`src/sv/bprm_pkg.sv`:
```
// Shared constants and types for the block peak/RMS meter.
package bprm_pkg;

   // Width of the configuration registers and of the result fields.
   localparam int CFG_W = 16;
   localparam int OUT_W = 16;
   localparam int BUS_W = 32;
   localparam int ADDR_W = 3;

   // Register index, taken from the word address bit of the CSR port.
   localparam logic CSR_BLOCK_LENGTH = 1'b0;
   localparam logic CSR_BLOCK_COUNT = 1'b1;

   localparam logic [CFG_W-1:0] BLOCK_LENGTH_RESET = 16'd1024;
   localparam logic [CFG_W-1:0] BLOCK_COUNT_RESET = 16'd512;

   // Closed-block queue between the front and the back end.
   localparam int QUEUE_DEPTH = 4;
   localparam int QUEUE_PTR_W = $clog2(QUEUE_DEPTH);
   localparam int QUEUE_CNT_W = $clog2(QUEUE_DEPTH + 1);

   // Back end sequencer states.
   typedef enum logic [3:0] {
      ST_IDLE = 4'b0001,
      ST_DIV  = 4'b0010,
      ST_ROOT = 4'b0100,
      ST_LOAD = 4'b1000
   } back_state_type;

endpackage

```
`src/sv/bprm_req_if.sv`:
```
// Sample channel interface: valid/ready handshake with one PCM sample per beat.
interface bprm_req_if #(
   parameter int SAMPLE_BITS = 16
);
   logic                          valid;
   logic                          ready;
   logic signed [SAMPLE_BITS-1:0] sample;
   logic                          stream_end;

   modport source (output valid, output sample, output stream_end, input ready);
   modport sink (input valid, input sample, input stream_end, output ready);
endinterface

```
`src/sv/bprm_rsp_if.sv`:
```
// Result channel interface: valid/ready handshake with one block result per beat.
interface bprm_rsp_if;
   logic                        valid;
   logic                        ready;
   logic [bprm_pkg::OUT_W-1:0] peak;
   logic [bprm_pkg::OUT_W-1:0] rms;
   logic [bprm_pkg::OUT_W-1:0] block_index;
   logic                        final_block;

   modport source (output valid, output peak, output rms, output block_index,
                   output final_block, input ready);
   modport sink (input valid, input peak, input rms, input block_index,
                 input final_block, output ready);
endinterface

```
`src/sv/block_peak_rms_meter_top.sv`:
```
// Top level of the block peak/RMS meter: CSR port, front end, block queue and back end.
//
//   channel   dir   handshake          payload per beat
//   req_bus   in    valid/ready        sample (signed), stream_end
//   rsp_bus   out   valid/ready        peak, rms, block_index, final_block
//   csr_*     in    APB write/read     block_length @ 0x0, block_count @ 0x4
//
// The front takes one sample per cycle while no closed block waits for queue room;
// a sample passes a pipeline register before it enters its accumulator. The back
// end makes one quotient bit and then one root bit per cycle in a single sequencer.
// Up to four closed blocks wait in the queue; req_bus.ready is low during that wait.
// Reset is synchronous and clears the counters, queue and sequencer; no clearing pass.
// A result waiting on rsp_bus does not stop the back end from starting the next block.
module block_peak_rms_meter_top #(
   parameter int SAMPLE_BITS = 16,
   parameter int COUNT_BITS = 16
) (
   input  logic                          clock,
   input  logic                          reset,
   bprm_req_if.sink                      req_bus,
   bprm_rsp_if.source                    rsp_bus,
   input  logic                          csr_psel,
   input  logic                          csr_penable,
   input  logic                          csr_pwrite,
   input  logic [bprm_pkg::ADDR_W-1:0]   csr_paddr,
   input  logic [bprm_pkg::BUS_W-1:0]    csr_pwdata,
   output logic [bprm_pkg::BUS_W-1:0]    csr_prdata,
   output logic                          csr_pready
);

   // Square sum width: count times the largest square, capped at 64 with saturation.
   localparam int SUM_RAW = COUNT_BITS + 2 * SAMPLE_BITS - 2;
   localparam int SUM_W = (SUM_RAW > 64) ? 64 : SUM_RAW;
   localparam int ENTRY_W = SAMPLE_BITS + SUM_W + 2 * COUNT_BITS + 1;
   localparam logic [31:0] CNT_MAX = 32'((64'd1 << COUNT_BITS) - 64'd1);

   logic [bprm_pkg::CFG_W-1:0] block_length_ff, block_count_ff;
   logic                       csr_write;

   logic [31:0]               len_wide, cnt_wide;
   logic [COUNT_BITS-1:0]     len, cnt;

   logic                   push_valid, push_ready, pop_valid, pop_ready;
   logic [SAMPLE_BITS-1:0] push_peak, pop_peak;
   logic [SUM_W-1:0]       push_sum, pop_sum;
   logic [COUNT_BITS-1:0]  push_count, push_index, pop_count, pop_index;
   logic                   push_final, pop_final;
   logic [ENTRY_W-1:0]     push_data, pop_data;

   // Write at the access cycle; the word address bit picks the register.
   assign csr_pready = 1'b1;
   assign csr_write = csr_psel && csr_penable && csr_pwrite && csr_pready;

   always_ff @(posedge clock) begin
      if (reset) begin
         block_length_ff <= bprm_pkg::BLOCK_LENGTH_RESET;
         block_count_ff <= bprm_pkg::BLOCK_COUNT_RESET;
      end else if (csr_write) begin
         if (csr_paddr[2] == bprm_pkg::CSR_BLOCK_LENGTH) begin
            block_length_ff <= csr_pwdata[bprm_pkg::CFG_W-1:0];
         end else begin
            block_count_ff <= csr_pwdata[bprm_pkg::CFG_W-1:0];
         end
      end
   end

   assign csr_prdata = (csr_paddr[2] == bprm_pkg::CSR_BLOCK_COUNT)
                       ? bprm_pkg::BUS_W'(block_count_ff)
                       : bprm_pkg::BUS_W'(block_length_ff);

   // Clamp the settings to the counter range; a zero block length acts as one.
   always_comb begin
      len_wide = 32'(block_length_ff);
      cnt_wide = 32'(block_count_ff);
      if (len_wide > CNT_MAX) begin
         len_wide = CNT_MAX;
      end
      if (len_wide == 32'd0) begin
         len_wide = 32'd1;
      end
      if (cnt_wide > CNT_MAX) begin
         cnt_wide = CNT_MAX;
      end
   end

   assign len = len_wide[COUNT_BITS-1:0];
   assign cnt = cnt_wide[COUNT_BITS-1:0];

   bprm_front #(
      .SAMPLE_BITS(SAMPLE_BITS),
      .COUNT_BITS (COUNT_BITS),
      .SUM_W      (SUM_W)
   ) u_front (
      .clock     (clock),
      .reset     (reset),
      .req_bus   (req_bus),
      .len       (len),
      .cnt       (cnt),
      .push_valid(push_valid),
      .push_ready(push_ready),
      .push_peak (push_peak),
      .push_sum  (push_sum),
      .push_count(push_count),
      .push_index(push_index),
      .push_final(push_final)
   );

   // Pack one closed block per queue entry.
   assign push_data = {push_peak, push_sum, push_count, push_index, push_final};
   assign {pop_peak, pop_sum, pop_count, pop_index, pop_final} = pop_data;

   bprm_queue #(
      .DATA_W(ENTRY_W)
   ) u_queue (
      .clock     (clock),
      .reset     (reset),
      .push_valid(push_valid),
      .push_ready(push_ready),
      .push_data (push_data),
      .pop_valid (pop_valid),
      .pop_ready (pop_ready),
      .pop_data  (pop_data)
   );

   bprm_back #(
      .SAMPLE_BITS(SAMPLE_BITS),
      .COUNT_BITS (COUNT_BITS),
      .SUM_W      (SUM_W)
   ) u_back (
      .clock    (clock),
      .reset    (reset),
      .pop_valid(pop_valid),
      .pop_ready(pop_ready),
      .pop_peak (pop_peak),
      .pop_sum  (pop_sum),
      .pop_count(pop_count),
      .pop_index(pop_index),
      .pop_final(pop_final),
      .rsp_bus  (rsp_bus)
   );

endmodule

```
`src/sv/bprm_front.sv`:
```
// Front end: classifies samples against the block counters and accumulates peak and square sum.
module bprm_front #(
   parameter int SAMPLE_BITS = 16,
   parameter int COUNT_BITS = 16,
   parameter int SUM_W = 46
) (
   input  logic                  clock,
   input  logic                  reset,
   bprm_req_if.sink              req_bus,
   input  logic [COUNT_BITS-1:0] len,
   input  logic [COUNT_BITS-1:0] cnt,
   output logic                  push_valid,
   input  logic                  push_ready,
   output logic [SAMPLE_BITS-1:0] push_peak,
   output logic [SUM_W-1:0]      push_sum,
   output logic [COUNT_BITS-1:0] push_count,
   output logic [COUNT_BITS-1:0] push_index,
   output logic                  push_final
);

   localparam int SQ_W = 2 * SAMPLE_BITS;

   logic [COUNT_BITS-1:0]  samples_ff, samples_in;
   logic [COUNT_BITS-1:0]  blocks_ff, blocks_in;

   logic                   p_valid_ff, p_valid_in;
   logic [SAMPLE_BITS-1:0] p_mag_ff;
   logic [SQ_W-1:0]        p_sq_ff;
   logic                   p_start_ff, p_close_ff, p_final_ff;
   logic [COUNT_BITS-1:0]  p_count_ff, p_index_ff;

   logic [SAMPLE_BITS-1:0] peak_ff, peak_in;
   logic [SUM_W-1:0]       sum_ff, sum_in;

   logic                   advance, accept, ignore, close, fin;
   logic [SAMPLE_BITS-1:0] mag;
   logic [SQ_W-1:0]        mag_ext;
   logic [COUNT_BITS:0]    n_next, done_next;
   logic [SUM_W:0]         sum_add;

   // Hold the stage while a closed block waits for queue room.
   assign advance = !p_valid_ff || !p_close_ff || push_ready;
   assign req_bus.ready = advance;
   assign accept = req_bus.valid && advance;

   assign ignore = blocks_ff >= cnt;
   assign n_next = {1'b0, samples_ff} + {{COUNT_BITS{1'b0}}, 1'b1};
   assign done_next = {1'b0, blocks_ff} + {{COUNT_BITS{1'b0}}, 1'b1};
   assign close = (n_next >= {1'b0, len}) || req_bus.stream_end;
   assign fin = req_bus.stream_end || (done_next == {1'b0, cnt});

   assign mag = req_bus.sample[SAMPLE_BITS-1] ? (~req_bus.sample + 1'b1) : req_bus.sample;
   assign mag_ext = SQ_W'(mag);

   always_comb begin
      samples_in = samples_ff;
      blocks_in = blocks_ff;
      if (accept) begin
         if (ignore) begin
            if (req_bus.stream_end) begin
               samples_in = '0;
               blocks_in = '0;
            end
         end else if (close) begin
            samples_in = '0;
            blocks_in = req_bus.stream_end ? '0 : done_next[COUNT_BITS-1:0];
         end else begin
            samples_in = n_next[COUNT_BITS-1:0];
         end
      end
   end

   assign p_valid_in = accept && !ignore;

   // Accumulate; a block start reloads from the incoming sample.
   assign sum_add = {1'b0, sum_ff} + (SUM_W + 1)'(p_sq_ff);

   always_comb begin
      if (p_start_ff) begin
         peak_in = p_mag_ff;
         sum_in = SUM_W'(p_sq_ff);
      end else begin
         peak_in = (p_mag_ff > peak_ff) ? p_mag_ff : peak_ff;
         sum_in = sum_add[SUM_W] ? {SUM_W{1'b1}} : sum_add[SUM_W-1:0];
      end
   end

   assign push_valid = p_valid_ff && p_close_ff;
   assign push_peak = peak_in;
   assign push_sum = sum_in;
   assign push_count = p_count_ff;
   assign push_index = p_index_ff;
   assign push_final = p_final_ff;

   always_ff @(posedge clock) begin
      if (reset) begin
         samples_ff <= '0;
         blocks_ff <= '0;
         p_valid_ff <= 1'b0;
      end else begin
         samples_ff <= samples_in;
         blocks_ff <= blocks_in;
         if (advance) begin
            p_valid_ff <= p_valid_in;
         end
      end
   end

   always_ff @(posedge clock) begin
      if (advance) begin
         p_mag_ff <= mag;
         p_sq_ff <= mag_ext * mag_ext;
         p_start_ff <= (samples_ff == '0);
         p_close_ff <= close;
         p_final_ff <= fin;
         p_count_ff <= n_next[COUNT_BITS-1:0];
         p_index_ff <= blocks_ff;
      end
      if (p_valid_ff && advance) begin
         peak_ff <= peak_in;
         sum_ff <= sum_in;
      end
   end

endmodule

```
`src/sv/bprm_queue.sv`:
```
// Short FIFO of closed blocks between the front and the back end.
module bprm_queue #(
   parameter int DATA_W = 8
) (
   input  logic              clock,
   input  logic              reset,
   input  logic              push_valid,
   output logic              push_ready,
   input  logic [DATA_W-1:0] push_data,
   output logic              pop_valid,
   input  logic              pop_ready,
   output logic [DATA_W-1:0] pop_data
);

   logic [DATA_W-1:0]                entry_ff [bprm_pkg::QUEUE_DEPTH];
   logic [bprm_pkg::QUEUE_PTR_W-1:0] wr_ptr_ff, rd_ptr_ff;
   logic [bprm_pkg::QUEUE_CNT_W-1:0] fill_ff;
   logic                             do_push, do_pop;

   assign push_ready = fill_ff != bprm_pkg::QUEUE_CNT_W'(bprm_pkg::QUEUE_DEPTH);
   assign pop_valid = fill_ff != '0;
   assign pop_data = entry_ff[rd_ptr_ff];
   assign do_push = push_valid && push_ready;
   assign do_pop = pop_valid && pop_ready;

   always_ff @(posedge clock) begin
      if (reset) begin
         wr_ptr_ff <= '0;
         rd_ptr_ff <= '0;
         fill_ff <= '0;
      end else begin
         if (do_push) begin
            wr_ptr_ff <= wr_ptr_ff + 1'b1;
         end
         if (do_pop) begin
            rd_ptr_ff <= rd_ptr_ff + 1'b1;
         end
         if (do_push && !do_pop) begin
            fill_ff <= fill_ff + 1'b1;
         end else if (do_pop && !do_push) begin
            fill_ff <= fill_ff - 1'b1;
         end
      end
   end

   always_ff @(posedge clock) begin
      if (do_push) begin
         entry_ff[wr_ptr_ff] <= push_data;
      end
   end

endmodule

```
`src/sv/bprm_back.sv`:
```
// Back end: bit-serial mean (sum / count) and digit-serial square root, then result register.
module bprm_back #(
   parameter int SAMPLE_BITS = 16,
   parameter int COUNT_BITS = 16,
   parameter int SUM_W = 46
) (
   input  logic                   clock,
   input  logic                   reset,
   input  logic                   pop_valid,
   output logic                   pop_ready,
   input  logic [SAMPLE_BITS-1:0] pop_peak,
   input  logic [SUM_W-1:0]       pop_sum,
   input  logic [COUNT_BITS-1:0]  pop_count,
   input  logic [COUNT_BITS-1:0]  pop_index,
   input  logic                   pop_final,
   bprm_rsp_if.source             rsp_bus
);

   localparam int RW = (SUM_W + 1) / 2;
   localparam int XW = 2 * RW;
   localparam int STEP_W = $clog2(SUM_W + 1);

   bprm_pkg::back_state_type state_ff, state_in;

   logic [SAMPLE_BITS-1:0] peak_ff;
   logic [COUNT_BITS-1:0]  index_ff, divisor_ff, rem_ff;
   logic                   final_ff;
   logic [SUM_W-1:0]       quo_ff;
   logic [XW-1:0]          x_ff;
   logic [RW-1:0]          root_ff;
   logic [RW+1:0]          rrem_ff;
   logic [STEP_W-1:0]      step_ff;

   logic                   out_valid_ff;
   logic [bprm_pkg::OUT_W-1:0] out_peak_ff, out_rms_ff, out_index_ff;
   logic                   out_final_ff;

   logic [COUNT_BITS:0]    div_cand, div_diff;
   logic                   div_ge;
   logic [SUM_W-1:0]       quo_next;
   logic [RW+3:0]          root_cand, root_trial, root_diff;
   logic                   root_ge;
   logic                   out_free, load_out;

   // One quotient bit per cycle.
   assign div_cand = {rem_ff, quo_ff[SUM_W-1]};
   assign div_ge = div_cand >= {1'b0, divisor_ff};
   assign div_diff = div_cand - {1'b0, divisor_ff};
   assign quo_next = {quo_ff[SUM_W-2:0], div_ge};

   // One root bit per cycle from the top two radicand bits.
   assign root_cand = {rrem_ff, x_ff[XW-1:XW-2]};
   assign root_trial = (RW + 4)'({root_ff, 2'b01});
   assign root_ge = root_cand >= root_trial;
   assign root_diff = root_cand - root_trial;

   assign out_free = !out_valid_ff || rsp_bus.ready;
   assign load_out = (state_ff == bprm_pkg::ST_LOAD) && out_free;
   assign pop_ready = state_ff == bprm_pkg::ST_IDLE;

   always_comb begin
      state_in = state_ff;
      unique case (state_ff)
         bprm_pkg::ST_IDLE: begin
            if (pop_valid) begin
               state_in = bprm_pkg::ST_DIV;
            end
         end
         bprm_pkg::ST_DIV: begin
            if (step_ff == '0) begin
               state_in = bprm_pkg::ST_ROOT;
            end
         end
         bprm_pkg::ST_ROOT: begin
            if (step_ff == '0) begin
               state_in = bprm_pkg::ST_LOAD;
            end
         end
         bprm_pkg::ST_LOAD: begin
            if (out_free) begin
               state_in = bprm_pkg::ST_IDLE;
            end
         end
         default: state_in = bprm_pkg::ST_IDLE;
      endcase
   end

   always_ff @(posedge clock) begin
      if (reset) begin
         state_ff <= bprm_pkg::ST_IDLE;
         out_valid_ff <= 1'b0;
      end else begin
         state_ff <= state_in;
         if (load_out) begin
            out_valid_ff <= 1'b1;
         end else if (rsp_bus.ready) begin
            out_valid_ff <= 1'b0;
         end
      end
   end

   always_ff @(posedge clock) begin
      case (state_ff)
         bprm_pkg::ST_IDLE: begin
            peak_ff <= pop_peak;
            index_ff <= pop_index;
            final_ff <= pop_final;
            divisor_ff <= pop_count;
            quo_ff <= pop_sum;
            rem_ff <= '0;
            step_ff <= STEP_W'(SUM_W - 1);
         end
         bprm_pkg::ST_DIV: begin
            quo_ff <= quo_next;
            rem_ff <= div_ge ? div_diff[COUNT_BITS-1:0] : div_cand[COUNT_BITS-1:0];
            step_ff <= step_ff - 1'b1;
            if (step_ff == '0) begin
               x_ff <= XW'(quo_next);
               root_ff <= '0;
               rrem_ff <= '0;
               step_ff <= STEP_W'(RW - 1);
            end
         end
         bprm_pkg::ST_ROOT: begin
            x_ff <= {x_ff[XW-3:0], 2'b00};
            root_ff <= {root_ff[RW-2:0], root_ge};
            rrem_ff <= root_ge ? root_diff[RW+1:0] : root_cand[RW+1:0];
            step_ff <= step_ff - 1'b1;
         end
         default: begin
            step_ff <= step_ff;
         end
      endcase
      if (load_out) begin
         out_peak_ff <= bprm_pkg::OUT_W'(peak_ff);
         out_rms_ff <= bprm_pkg::OUT_W'(root_ff);
         out_index_ff <= bprm_pkg::OUT_W'(index_ff);
         out_final_ff <= final_ff;
      end
   end

   assign rsp_bus.valid = out_valid_ff;
   assign rsp_bus.peak = out_peak_ff;
   assign rsp_bus.rms = out_rms_ff;
   assign rsp_bus.block_index = out_index_ff;
   assign rsp_bus.final_block = out_final_ff;

endmodule

```
`src/flat_wrapper.sv`:
```
// flat-port wrapper written by rule: the top's interface ports become plain ports
module block_peak_rms_meter_top_flat 
#(
   parameter int SAMPLE_BITS = 16,
   parameter int COUNT_BITS = 16
)
  (clock, reset, csr_psel, csr_penable, csr_pwrite, csr_paddr, csr_pwdata, csr_prdata, csr_pready, req_bus_valid, req_bus_sample, req_bus_stream_end, req_bus_ready, rsp_bus_valid, rsp_bus_peak, rsp_bus_rms, rsp_bus_block_index, rsp_bus_final_block, rsp_bus_ready);
  bprm_req_if #(.SAMPLE_BITS(SAMPLE_BITS)) req_bus_i ();
  bprm_rsp_if rsp_bus_i ();
  input  logic clock;
  input  logic reset;
  input  logic csr_psel;
  input  logic csr_penable;
  input  logic csr_pwrite;
  input  logic [bprm_pkg::ADDR_W-1:0] csr_paddr;
  input  logic [bprm_pkg::BUS_W-1:0] csr_pwdata;
  output logic [bprm_pkg::BUS_W-1:0] csr_prdata;
  output logic csr_pready;
  input wire logic [$bits(req_bus_i.valid)-1:0] req_bus_valid;
  input wire logic [$bits(req_bus_i.sample)-1:0] req_bus_sample;
  input wire logic [$bits(req_bus_i.stream_end)-1:0] req_bus_stream_end;
  output wire logic [$bits(req_bus_i.ready)-1:0] req_bus_ready;
  output wire logic [$bits(rsp_bus_i.valid)-1:0] rsp_bus_valid;
  output wire logic [$bits(rsp_bus_i.peak)-1:0] rsp_bus_peak;
  output wire logic [$bits(rsp_bus_i.rms)-1:0] rsp_bus_rms;
  output wire logic [$bits(rsp_bus_i.block_index)-1:0] rsp_bus_block_index;
  output wire logic [$bits(rsp_bus_i.final_block)-1:0] rsp_bus_final_block;
  input wire logic [$bits(rsp_bus_i.ready)-1:0] rsp_bus_ready;
  assign req_bus_i.valid = req_bus_valid;
  assign req_bus_i.sample = req_bus_sample;
  assign req_bus_i.stream_end = req_bus_stream_end;
  assign req_bus_ready = req_bus_i.ready;
  assign rsp_bus_valid = rsp_bus_i.valid;
  assign rsp_bus_peak = rsp_bus_i.peak;
  assign rsp_bus_rms = rsp_bus_i.rms;
  assign rsp_bus_block_index = rsp_bus_i.block_index;
  assign rsp_bus_final_block = rsp_bus_i.final_block;
  assign rsp_bus_i.ready = rsp_bus_ready;
  block_peak_rms_meter_top #(.SAMPLE_BITS(SAMPLE_BITS), .COUNT_BITS(COUNT_BITS)) u_core (.clock(clock), .reset(reset), .req_bus(req_bus_i), .rsp_bus(rsp_bus_i), .csr_psel(csr_psel), .csr_penable(csr_penable), .csr_pwrite(csr_pwrite), .csr_paddr(csr_paddr), .csr_pwdata(csr_pwdata), .csr_prdata(csr_prdata), .csr_pready(csr_pready));
endmodule
```
`config.mk`:
```
export PLATFORM = sky130hd
export DESIGN_NAME = block_peak_rms_meter_top_flat
export DESIGN_NICKNAME = d
export VERILOG_FILES = /design/src/sv/bprm_pkg.sv /design/src/sv/bprm_req_if.sv /design/src/sv/bprm_rsp_if.sv /design/src/sv/block_peak_rms_meter_top.sv /design/src/sv/bprm_front.sv /design/src/sv/bprm_queue.sv /design/src/sv/bprm_back.sv /design/src/flat_wrapper.sv
export SDC_FILE = /design/constraint.sdc
export NUM_CORES = 2
export LEC_CHECK = 0
export ABC_AREA = 1
export BUFFER_PORTS_ARGS = -buffer_cell sky130_fd_sc_hd__clkbuf_2
export CAP_MARGIN = 20
export CORE_AREA = 2 2 299 301
export DETAILED_ROUTE_END_ITERATION = 12
export DIE_AREA = 0 0 301 303
export PLACE_DENSITY = 0.7
export SLEW_MARGIN = 0
export SYNTH_ARGS = -nofsm -noshare
export SYNTH_HDL_FRONTEND = slang
export SYNTH_SLANG_ARGS = --single-unit
```
`constraint.sdc`:
```
create_clock -name clock -period 15.5 [get_ports clock]
set_input_delay 3.875 -clock clock [delete_from_list [all_inputs] [get_ports clock]]
set_output_delay 3.875 -clock clock [all_outputs]
set_load 0.02 [all_outputs]
```
After elaboration in Yosys (flattened, before gate mapping):

Memories as Yosys holds them, arrays and structs flattened. A register that Yosys moved wholly into a read port is not among the register bits.
Cells that the tools add are included.

* register bits after elaboration: 482
* bits in writable memories: 380
* input port bits: 59
* output and inout bits: 84
* logic and storage cells: 140
* memories kept: 1

* add/subtract/negate cells: 11
* multiply operators: 1
* order comparisons: 5
* equality and inequality tests: 11
* mux-type cells: 38
* bitwise operators: 2
* reduce and logical (&&, ||, !) cells: 38

Memory list
* u_core.u_queue.entry_ff: words 4, width 95, read ports 1, clocked after Yosys merged registers in 1, write ports 1, line bprm_queue.sv:15 `logic [DATA_W-1:0] entry_ff [bprm_pkg::QUEUE_DEPTH];`

Operators with widths (number)
* 16-bit 2-to-1 mux: 12
* 46-bit case mux with 2 select lines: 2
* 46-bit 2-to-1 mux: 3
* 25-bit 2-to-1 mux: 2
* 25-bit case mux with 2 select lines: 1
* 46-bit by 32-bit adder with 47-bit output: 1
* 23-bit case mux with 2 select lines: 1
* 16-bit by 1-bit adder with 17-bit output, second input constant: 2
* 17-bit by 16-bit >= comparator with 1-bit output: 2
* 16-bit logical NOT: 2
* 16-bit by 16-bit multiplier with 32-bit output: 1
* 16-bit case mux with 2 select lines: 1
* 27-bit by 25-bit >= comparator with 1-bit output: 1
* 25-bit subtractor: 1
* 23-bit 2-to-1 mux: 1
* 6-bit case mux with 3 select lines: 1
* 17-bit by 16-bit == test with 1-bit output: 1
* 16-bit by 1-bit adder with 16-bit output, second input constant: 1
* 16-bit >= comparator: 1
* 16-bit > comparator: 1
* 4-bit 2-to-1 mux: 4
* 16-bit inverter: 1
* 4-bit case mux with 4 select lines: 1
* 16-bit subtractor: 1
* other kinds (24): 61

Depth between registers and ports, before layout:

* depth in word-level cells: 6
* depth in mapped cells: 34
* gate-level depth less buffers: 33

Modules after synthesis:

Synthesis repeated with hierarchy kept, for this count alone.

* cells, all modules: 5093
* area total of the unflattened synthesis: 48393.9 um^2

Modules (own cells, without submodules)
* bprm_front: instances 1, cells each 2411, area an instance 18968.2 um^2, seq. area each 4954.8 um^2
* bprm_queue: instances 1, cells each 986, area an instance 14546.5 um^2, seq. area each 11591.1 um^2
* bprm_back: instances 1, cells each 1401, area an instance 13050.0 um^2, seq. area each 7907.6 um^2
* block_peak_rms_meter_top: instances 1, cells each 295, area an instance 1829.3 um^2, seq. area each 640.6 um^2

Least setup slack after synthesis:

No wires, ideal clock.

* kind: input -> register
* start: input req_bus_sample[0]
* end: register u_core.u_front.p_sq_ff[24] (data pin)
* library setup time: 258 ps
* data arrival time: 10086 ps
* data required time: 15242 ps
* setup slack: 5156 ps
* stages on the path: 29
* buffers on the path: 3
* cells stage by stage: inv_2 buf_1 ha_1 inv_1 nor3_2 nand2_1 nor3_2 or2_2 xor2_1 buf_4 nand2_1 fa_1 fa_1 inv_1 fa_1 fa_1 fa_1 inv_1 fa_1 inv_1 ha_1 clkbuf_1 a21o_1 a21boi_0 o21bai_1 a21oi_1 nor2_1 nor2_1 xnor2_1

* longest elaborated chain between the ends: 4

Ends and longest elaborated chain
* start: declaration: line flat_wrapper.sv:20 `input wire logic [$bits(req_bus_i.sample)-1:0] req_bus_sample;`
* 16-bit inverter: line bprm_front.sv:52 `assign mag = req_bus.sample[SAMPLE_BITS-1] ? (~req_bus.sample + 1'b1) : req_bus.sample;`
* 16-bit by 1-bit adder with 16-bit output: line bprm_front.sv:52
* 16-bit 2-to-1 mux: line bprm_front.sv:52
* named net u_core.u_front.mag[8]: line bprm_front.sv:36 `logic [SAMPLE_BITS-1:0] mag;`
* 16-bit by 16-bit multiplier with 32-bit output: line bprm_front.sv:112 `p_sq_ff <= mag_ext * mag_ext;`
* end signal: assignment: line bprm_front.sv:112
* end: declaration: line bprm_front.sv:28 `logic [SQ_W-1:0] p_sq_ff;`

The timed path passes the listed nets, and every way through them passes these cells.
A chain may end at the register's enable or synchronous reset.

Final worst setup path:

* start: input req_bus_sample[0]
* end: register u_core.u_front.p_sq_ff[30] (data pin)

* longest elaborated chain between the ends: 4

Ends and longest elaborated chain (line)
* 16-bit inverter: bprm_front.sv:52
* 16-bit by 1-bit adder with 16-bit output: bprm_front.sv:52
* 16-bit 2-to-1 mux (*): bprm_front.sv:52
* 16-bit by 16-bit multiplier with 32-bit output (*): bprm_front.sv:112

Mark *: on every way between the ends. The rest lies on a longest branch, timed or not.

==> impl_metrics.ini <==
[global_route]
grt_pass1_wl_um = 172000
overflow = 0
antenna_found_initial = 4
track_usage = 0.239
grt_pass1_vias = 32600
grt_max_degree = 116

[synth]
synth_top_area_frac = 0.500
synth_commonest_cells = 790 x nand2_1, 783 x edfxtp_1, 695 x nor2_1, 594 x inv_1, 405 x o21ai_0
ys_ff_latch = 862
synthArstFlopShare = 0
synth_ff_type = edfxtp_1
synth_largest_area_cell = edfxtp_1
synth_cells = 4728
yosysUniqueCellTypes = 56
synthTopCellsByArea = edfxtp_1 50%, fa_1 7.1%, nand2_1 6.3%
syn_area_sq_mm = 0.0470
synth_edf_count = 783
synth_most_common_cell = nand2_1
yosysSeqAreaShare = 0.534
synth.avg_cell_area_sq_um = 9.94
yosysWarnings = 0

[timing]
fin_skew_ns = 0.0367
relSlewSlack = 0.247
tightest_slew_ns = 1.13
tns_ns = 0
hold_viol_final = 0
setup_viol = 0
slew_viol_final = 0
period_share = 0.697
fin_ws_ns = 4.70
fmax_ghz = 0.0926
period_minus_slack_ns = 10.80
rsz0062_at_grt = no

[routing]
ant_nets = 0
viasPerCell = 5.43
drtIter0Drc = 2379
vias = 32900
firstDrtPassIters = 5
finalWirelength_um = 107000
avgRoutedWirePerCell_um = 17.7
drc_errors = 0

[die]
num_rows = 109
die_x_um = 301
start_util = 0.534
die_h_um = 303
core_sq_mm = 0.0880
io_pins = 143
die_area_sq_mm = 0.0912

[cts]
postCtsResizedCells = 0
clkLatencyLatePin_ns = 0.66
cts_setup_buffers = 0
cts_sinks = 862
cts_buffers = 90
htreeDepth = 3
cts_tree = done
cts_hold_buffers = 0
clkTransAtPathRegs_ns = 0.06
clock_path_buffers = 3
root_buffer = clkbuf_16

[power]
p_seq_frac = 0.331
power.density_mw_per_mm2 = 228
power.share.switching = 0.428
p_int_mw = 6.73
clkPwrFrac = 0.178
leakagePower_nw = 21.3
p_switching_mw = 5.03
p_comb_frac = 0.491
peakVddDrop_mv = 0.293

[setup_path]
start_kind = primary input
critPathRequiredTime_ns = 15.88
crit_fanout = 18
end_kind = flop
arrival_ns = 11.18
critPathKind = in2reg

[status]
status = finished clean

[place]
dpl.hpwl_um = 73200
routabilityCongestion = 0.938
portBuffers = 107
dp_cells = 5889
dp_slack_ns = 4.09

[finish]
drive_gt1_frac = 0.0712
areaGrowthSynthToFinish_pct = 9.67
final_cells = 6057
nets = 5271

[hold_path]
hold_class = reg2reg

[flow_run]
maxCapViolations = 0
==> metrics by stage <==
| stage | utilization | cell area, sq um | total power, mW | hold WS, ns |
|---|---|---|---|---|
| floorplan | - | 47100 | 8.08 | 0.400 |
| global placement | 0.553 | 48700 | 9.59 | 0.401 |
| detailed placement | 0.553 | 48700 | 9.68 | 0.405 |
| CTS | 0.586 | 51500 | 11.8 | 0.419 |
| global route | 0.586 | 51600 | 12.8 | 0.422 |
| finish | 0.586 | 51600 | 11.8 | 0.418 |
==> critical path, stage by stage <==
cell and delay [ns]:
clkbuf_2 0.17, inv_2 0.33, ha_1 0.24, inv_1 0.06, nor3_2 0.14, o21ai_0 0.10
nand2_1 0.43, clkinv_1 0.53, nor2_1 0.33, inv_1 0.10, fa_1 0.55, fa_1 0.53
inv_1 0.05, fa_1 0.52, fa_1 0.46, fa_1 0.55, inv_1 0.06, fa_1 0.53
inv_1 0.04, ha_1 0.37, nand2_1 0.13, nor4_1 0.44, nand4_1 0.16, nand3_1 0.21
a31oi_1 0.12, xor2_1 0.16
==> logic make-up (layout without fill, tap and decap cells) <==
family / count (synthesis) / in the layout / share of synthesized area
and+or+nand+nor: 1766 / 1766 / 0.154
AOI/OAI and AO/OA: 799 / 799 / 0.0915
buffers and inverters: 776 / 913 / 0.0648
other: 2 / 29 / 0.000160
adders and majority gates: 395 / 395 / 0.132
DFF: 862 / 862 / 0.534
xor gates and xnor gates: 128 / 128 / 0.0238
==> flip-flops by register name, summed over array words and instances (netlist names), 23 cells and up, named ones only <==
signal / count
u_core.u_front.sum_ff: 46
u_core.u_back.rrem_ff: 25
u_core.u_back.quo_ff: 46
u_core.u_front.p_sq_ff: 30
u_core.u_back.x_ff: 46
u_core.u_back.root_ff: 23
u_core.u_queue.entry_ff: 380
==> layout make-up <==
class	instances	area, sq um
fillers	7429	36400
multi-input cells	3116	19000
flip-flops and latches	862	25100
well taps	1165	1460
clock inverters	58	512
clock buffers	108	2350
diodes	1	2.50
repair buffers	140	803
inverters	607	2280
==> power groups by stage <==
stage | clock, mW | sequential [mW] | combinational [mW]
3_5_place_dp | 0 | 3.94 | 5.74
6_report | 2.09 | 3.89 | 5.77
4_1_cts | 2.13 | 3.89 | 5.79
3_3_place_gp | 0 | 3.92 | 5.66
2_1_floorplan | 0 | 3.82 | 4.26
5_1_grt | 2.22 | 3.94 | 6.61
==> cells in the final DEF (no fill, tap or decap), types with 15 or more instances in the layout <==
| master | n |
|---|---|
| o21bai_1 | 15 |
| o21ai_0 | 405 |
| buf_4 | 32 |
| ha_1 | 228 |
| fa_1 | 167 |
| clkbuf_16 | 91 |
| nor2_2 | 16 |
| xor2_1 | 85 |
| clkbuf_1 | 16 |
| clkbuf_2 | 107 |
| clkinv_1 | 25 |
| nand4_1 | 48 |
| nor3_1 | 38 |
| a21oi_1 | 221 |
| o22ai_1 | 53 |
| a31oi_1 | 56 |
| nand2_1 | 787 |
| xnor2_1 | 43 |
| edfxtp_1 | 783 |
| nor2_1 | 690 |
| dfxtp_1 | 77 |
| inv_1 | 591 |
| conb_1 | 28 |
| nand3_1 | 127 |
==> worst paths after layout <==
| kind | from | to | slack, ns | cells after the start |
|---|---|---|---|---|
| worst max-delay path | req_bus_sample[0] | u_core.u_front.p_sq_ff[30]$_DFFE_PN_ | 4.70 | 26 |
| worst max register to register | u_core.u_front.samples_ff[0]$_SDFFE_PP0P_ | u_core.u_front.blocks_ff[11]$_SDFFE_PP0P_ | 11.72 | 19 |
| worst min register to register | u_core.u_back.index_ff[1]$_DFFE_PN_ | u_core.u_back.rsp_bus.block_index[1]$_DFFE_PP_ | 0.42 | 0 |
| worst min-delay path | u_core.u_back.index_ff[1]$_DFFE_PN_ | u_core.u_back.rsp_bus.block_index[1]$_DFFE_PP_ | 0.42 | 0 |
==> per-layer routing <==
metal,track usage,up-vias,wire (um)
met5,0,-,0
met4,0.0788,0,2870
met3,0.0281,168,5630
met2,0.411,828,52100
met1,0.317,15900,46800
li1,-,16000,-
Note: power is estimated with default switching activity, not from simulation.
